$ cat src/hw/rtl/fbde_pkg.sv
// fbde_pkg: shared types, constants and command codes of the frame buffer draw engine
// no dependencies
`default_nettype none
package fbde_pkg;
    localparam int SCREEN_WIDTH  = 240;
    localparam int SCREEN_HEIGHT = 240;
    localparam int PIX_COUNT     = SCREEN_WIDTH * SCREEN_HEIGHT;
    localparam int ADDR_W        = $clog2(PIX_COUNT);
    localparam int COORD_W       = 12;
    localparam int CMD_W         = 128;
    localparam int S_TDATA_W     = 120;

    typedef enum logic [2:0] {
        ACT_PIXEL = 3'd0,
        ACT_HLINE = 3'd1,
        ACT_VLINE = 3'd2,
        ACT_RECT  = 3'd3,
        ACT_GLYPH = 3'd4,
        ACT_READ  = 3'd5
    } action_t;

    typedef enum logic [2:0] {
        ST_CLEAR,
        ST_IDLE,
        ST_DRAW,
        ST_READ,
        ST_WAIT,
        ST_DONE
    } state_t;

    // controller to datapath
    typedef struct packed {
        logic load;       // capture command and set up scan
        logic step;       // advance one pixel position
        logic clear_step; // advance clearing sweep
        logic read_req;   // issue anchor read
        logic finish;     // load result register
    } dp_cmd_t;

    // datapath to controller
    typedef struct packed {
        logic clear_done;
        logic cmd_ok;     // anchor on screen and valid action
        logic is_read;
        logic scan_done;  // last pixel position handled
    } dp_stat_t;
endpackage
`default_nettype wire

$ cat src/hw/rtl/fbde_ctrl.sv
// fbde_ctrl: command sequencer of the draw engine
// depends on fbde_pkg
`default_nettype none
module fbde_ctrl
    import fbde_pkg::*;
(
    input  wire logic     clk,
    input  wire logic     rst_n,
    input  wire logic     in_fire,
    input  wire logic     out_fire,
    input  wire dp_stat_t stat,
    output dp_cmd_t       cmd,
    output logic          in_ready,
    output logic          out_valid
);
    state_t state_reg, state_next;

    always_ff @(posedge clk or negedge rst_n)
    begin
        if (!rst_n)
            state_reg <= ST_CLEAR;
        else
            state_reg <= state_next;
    end

    // next state
    always_comb
    begin
        state_next = state_reg;
        case (state_reg)
            ST_CLEAR: if (stat.clear_done) state_next = ST_IDLE;
            ST_IDLE:  if (in_fire) state_next = ST_DRAW;
            ST_DRAW:
            begin
                if (!stat.cmd_ok)
                    state_next = ST_WAIT;
                else if (stat.is_read)
                    state_next = ST_READ;
                else if (stat.scan_done)
                    state_next = ST_WAIT;
            end
            ST_READ:  state_next = ST_WAIT;
            ST_WAIT:  state_next = ST_DONE;
            ST_DONE:  if (out_fire) state_next = ST_IDLE;
            default:  state_next = ST_IDLE;
        endcase
    end

    // outputs
    always_comb
    begin
        cmd = '0;
        in_ready = 1'b0;
        out_valid = 1'b0;
        case (state_reg)
            ST_CLEAR: cmd.clear_step = !stat.clear_done;
            ST_IDLE:
            begin
                in_ready = 1'b1;
                cmd.load = in_fire;
            end
            ST_DRAW:  cmd.step = stat.cmd_ok && !stat.is_read;
            ST_READ:  cmd.read_req = 1'b1;
            ST_WAIT:  cmd.finish = 1'b1;
            ST_DONE:  out_valid = 1'b1;
            default:  cmd = '0;
        endcase
    end
endmodule
`default_nettype wire

$ cat config.mk
export PLATFORM = sky130hd
export DESIGN_NAME = fbde_ctrl
export DESIGN_NICKNAME = d
export VERILOG_FILES = /design/src/hw/rtl/fbde_pkg.sv /design/src/hw/rtl/fbde_ctrl.sv
export SDC_FILE = /design/constraint.sdc
export NUM_CORES = 1
export LEC_CHECK = 0
export BUFFER_PORTS_ARGS = -buffer_cell sky130_fd_sc_hd__buf_2
export CORE_AREA = 2 2 39 41
export CTS_CLUSTER_DIAMETER = 80
export CTS_CLUSTER_SIZE = 24
export DETAILED_ROUTE_END_ITERATION = 6
export DIE_AREA = 0 0 41 43
export GPL_TIMING_DRIVEN = 0
export PLACE_DENSITY = 0.5
export SLEW_MARGIN = 10
export SYNTH_ARGS = -nofsm -noshare
export SYNTH_HDL_FRONTEND = slang
export SYNTH_SLANG_ARGS = --single-unit
$ cat constraint.sdc
create_clock -name clk -period 1 [get_ports clk]
set_input_delay 0.15 -clock clk [delete_from_list [all_inputs] [get_ports clk]]
set_output_delay 0.15 -clock clk [all_outputs]
set_load 0.005 [all_outputs]
# Word-level counts from Yosys, hierarchy flattened
# Cells that the tools add are included.
[word_totals]
ram_bits = 0
output_inout_bits = 7
latch_bits = 0
ff_bits = 3
rom_bits = 0
input_bits = 8
n_memories = 0
wordCells = 29
[classes]
reduce_logical = 5
n_mux = 14
n_div = 0
bitwise = 0
multipliers = 0
eq_ne = 9
magnitude_cmp = 0
addsub = 0
shifts = 0
[op_table]
columns = ["op", "count"]
rows = [
  ["3-bit 2-to-1 mux", 6],
  ["3-bit one-hot mux with 6 select lines", 1],
  ["1-bit 2-to-1 mux", 7],
  ["3-bit by 2-bit equality test with 1-bit output (second input constant)", 2],
  ["3-bit equality test (second input constant)", 2],
  ["2-bit != test (second input constant)", 3],
  ["4-bit != test (second input constant)", 1],
  ["4-bit AND reduction", 1],
  ["3-bit by 1-bit equality test with 1-bit output (second input constant)", 1],
  ["3-bit zero test", 1],
  ["1-bit zero test", 2],
  ["1-bit logical AND", 1],
]

# Logic depth before layout (Yosys ltp)
[depth]
depth_word = 4
ltp_mapped = 4
depth_no_buf = 3

# Worst setup path before layout
# OpenSTA, ideal clock, no wires.
[synth_timing]
path_type = "reg-to-output"
startpoint = "reg state_reg[2]"
endpoint = "out cmd[3] (netlist bit)"
t_arrival_ns = 0.857
required_time_ns = 0.850
n_path_buf = 1
path_slack_ns = -0.007
stages_incl_launch_ff = 4
cell_sequence = "dfrtp_1 > buf_2 > nand2b_4 > nor3b_1"
[synth_lines]
columns = ["element", "line_no", "rtl"]
rows = [
  ["from (decl)", "fbde_ctrl.sv:16", "state_t state_reg, state_next;"],
  ["from (signal assigned)", "fbde_ctrl.sv:23", "state_reg <= state_next;"],
  ["to (decl)", "fbde_ctrl.sv:12", "output dp_cmd_t cmd,"],
]

==> impl_metrics.tcl <==
set metrics [dict create \
    cts_tree "done" \
    cap_violations 0 \
    fmax_mhz 769 \
    viasPerCell 4.09 \
    p_leak_nw 0.229 \
    drc_errors 0 \
    syn_area_per_cell_um2 9.16 \
    totalWireLength_um 671 \
    crit_path_max_fanout 5 \
    worstMarginPinSlew_ns 0.214 \
    h-tree-depth 1 \
    synth_area_um2 229 \
    die_area_um2 1760 \
    place_congestion 0.659 \
    fin_area_um2 465 \
    initial_core_util 0.165 \
    cp.required_ns 0.85 \
    largest_reg_flops 3 \
    die_h_um 43 \
    synth_top_cell_area_share 0.328 \
    cell_internal_pwr_mw 0.831 \
    wl_per_cell_um 10.0 \
    synth_seq_area_share 0.328 \
    finish.utilization 0.336 \
    cts_made_buffers 3 \
    area_growth_pct 103 \
    ios 15 \
    drive_above_1_share 0.725 \
    die_x_um 41 \
    path_class "reg -> out" \
    fill_cells 156 \
    dr_total_vias 274 \
    grt_max_degree 11 \
    hpwlAfterDp_um 383 \
    peakVddDrop_v 0.000600 \
    pwr-share-comb 0.632 \
    slew_violations 0 \
    clkSinkCount 3 \
    finalSetupViolations 8 \
    root_buffer "clkbuf_4" \
    max_slew_margin 0.856 \
    worstPathCellList "buf_4 > nor3_4 > buf_2" \
    ys_warn_count 0 \
    min_path_type "in -> reg" \
    layout.nets 60 \
    period_minus_slack_ns 1.30 \
    final_antenna_net_count 0 \
    cpPeakStageDelay_ns 0.43 \
    setup_ws_ns -0.300 \
    grt_pass1_vias 232 \
    dr.first_iter.drc_count 2 \
    power.density_nw_per_um2 2790 \
    core-area_um2 1380 \
    yosys_register_bits 3 \
    crit_arrival_ns 1.15 \
    total_power_mw 1.30 \
    end_kind "output port" \
    switching_share 0.360 \
    clock_power_share 0.169 \
    syn_nets 33 \
    rows 14 \
    rsz0062_at_grt "yes" \
    cts_buffer_depth 2 \
    antenna_found_initial 0 \
    yosys.area.top_type "dfrtp_1" \
    place_area_um2 324 \
    crit_path_top_delay_cell "dfrtp_2" \
    portBuffers 14 \
    synth_cells 25 \
    p_switching_mw 0.467 \
    startpoint_type "flop" \
    dr.pass1.iters 4 \
    violations "setup timing" \
    grt_pass1_wl_um 938 \
    clkTransAtPathRegs_ns 0.04 \
    period_share 1.30 \
    p_seq_frac 0.198 \
    ys_types 17 \
    synth_area_leaders "dfrtp_1 (33%), and3b_1 (7.7%), nor3b_1 (6.6%)" \
    clock_latency_ns 0.24 \
    outcome "finished with violations" \
    overflow 0 \
    finClkSkew_ns 0.000639 \
    hold_viol 0 \
    grt_usage 0.0917 \
    antenna_cells 0 \
]
==> layout make-up <==
type | instances | area [um2] | area share
tap | 16 | 20.0 | 0.0430
timing repair buffer | 23 | 159 | 0.341
sequential | 3 | 77.6 | 0.167
buffer | 1 | 11.3 | 0.0242
multi-input combinational | 20 | 171 | 0.368
clock buffer | 4 | 26.3 | 0.0565
==> Yosys cell counts (all sizes together) <==
library cell	number
nor2b	1
o21ai	2
nor3b	3
nor4	1
a21oi	1
a31oi	1
and3b	2
nand2	4
nand2b	2
dfrtp	3
buf	2
o21bai	2
nor3	1
==> critical path, delay by kind of cell (launching register included) <==
kind | cells | cell delay [ns]
flip-flops | 1 | 0.43
AND/OR/NAND/NOR | 1 | 0.18
buffers and inverters | 2 | 0.30
==> layer usage <==
layer  vias to the layer above  GRT usage  part of all wire  routed length (um)
met5                         -          0                 0                   0
met4                         0      0.120             0.025                  17
met3                         2     0.0314             0.067                  45
met2                        12      0.109              0.53                 356
met1                       119      0.104              0.37                 251
li1                        141          -                 -                   -
==> cell usage in the layout, fill, tap and decap left out, types with 2 or more instances in the layout <==
cell / Yosys / layout
and3b_1: 2 / 2
buf_2: 2 / 14
buf_4: 0 / 3
buf_6: 0 / 6
clkbuf_4: 0 / 3
dfrtp_2: 0 / 2
nand2_1: 3 / 2
nand2_2: 1 / 2
nor3b_2: 1 / 3
o21bai_1: 2 / 2
==> cells by family after synthesis <==
| kind of cell | after synthesis | synth area share |
|---|---|---|
| AO/OA/AOI/OAI | 6 | 0.158 |
| buffers and inverters | 2 | 0.0437 |
| flip-flops | 3 | 0.328 |
| AND/OR/NAND/NOR | 14 | 0.470 |
==> worst paths after layout <==
check	from	to	slack, ns	depth (start not counted)
worst max-delay path	state_reg[2]	cmd[4]	-0.30	3
worst max register to register	state_reg[0]	state_reg[2]	-0.08	6
max in group asynchronous	rst_n	state_reg[0]	0.65	2
worst min register to register	state_reg[1]	state_reg[0]	0.59	2
worst min-delay path	out_fire	state_reg[2]	0.18	4
min in group asynchronous	rst_n	state_reg[1]	0.24	2
==> power groups by stage <==
stage,Combinational (mW),Sequential [mW],Clock (mW)
after floorplan,0.334,0.217,0
after global placement,0.473,0.233,0
after detailed placement,0.473,0.234,0
after CTS,0.731,0.258,0.228
after global routing,0.901,0.267,0.235
final,0.821,0.257,0.220
==> per-stage QoR <==
step / hold slack [ns] / setup TNS (ns) / cells / worst slack [ns]
3_5_place_dp: -0.0542 / -0.254 / 55 / -0.104
2_1_floorplan: -0.146 / 0 / 25 / 0.0172
5_1_grt: 0.211 / -2.23 / 67 / -0.331
4_1_cts: 0.192 / -1.85 / 65 / -0.266
3_3_place_gp: -0.0539 / -0.247 / 55 / -0.106
6_report: 0.184 / -1.80 / 67 / -0.300
==> timing repair <==
item / CTS / global route
pin swaps: 5 / 5
hold buffers: 1 / 0
setup endpoints to repair: 8 / 9
endpoints found under the hold margin: 3 / 0
resized for setup: 13 / 3
buffers inserted: 6 / 2
(Power assumes the default switching activity.)
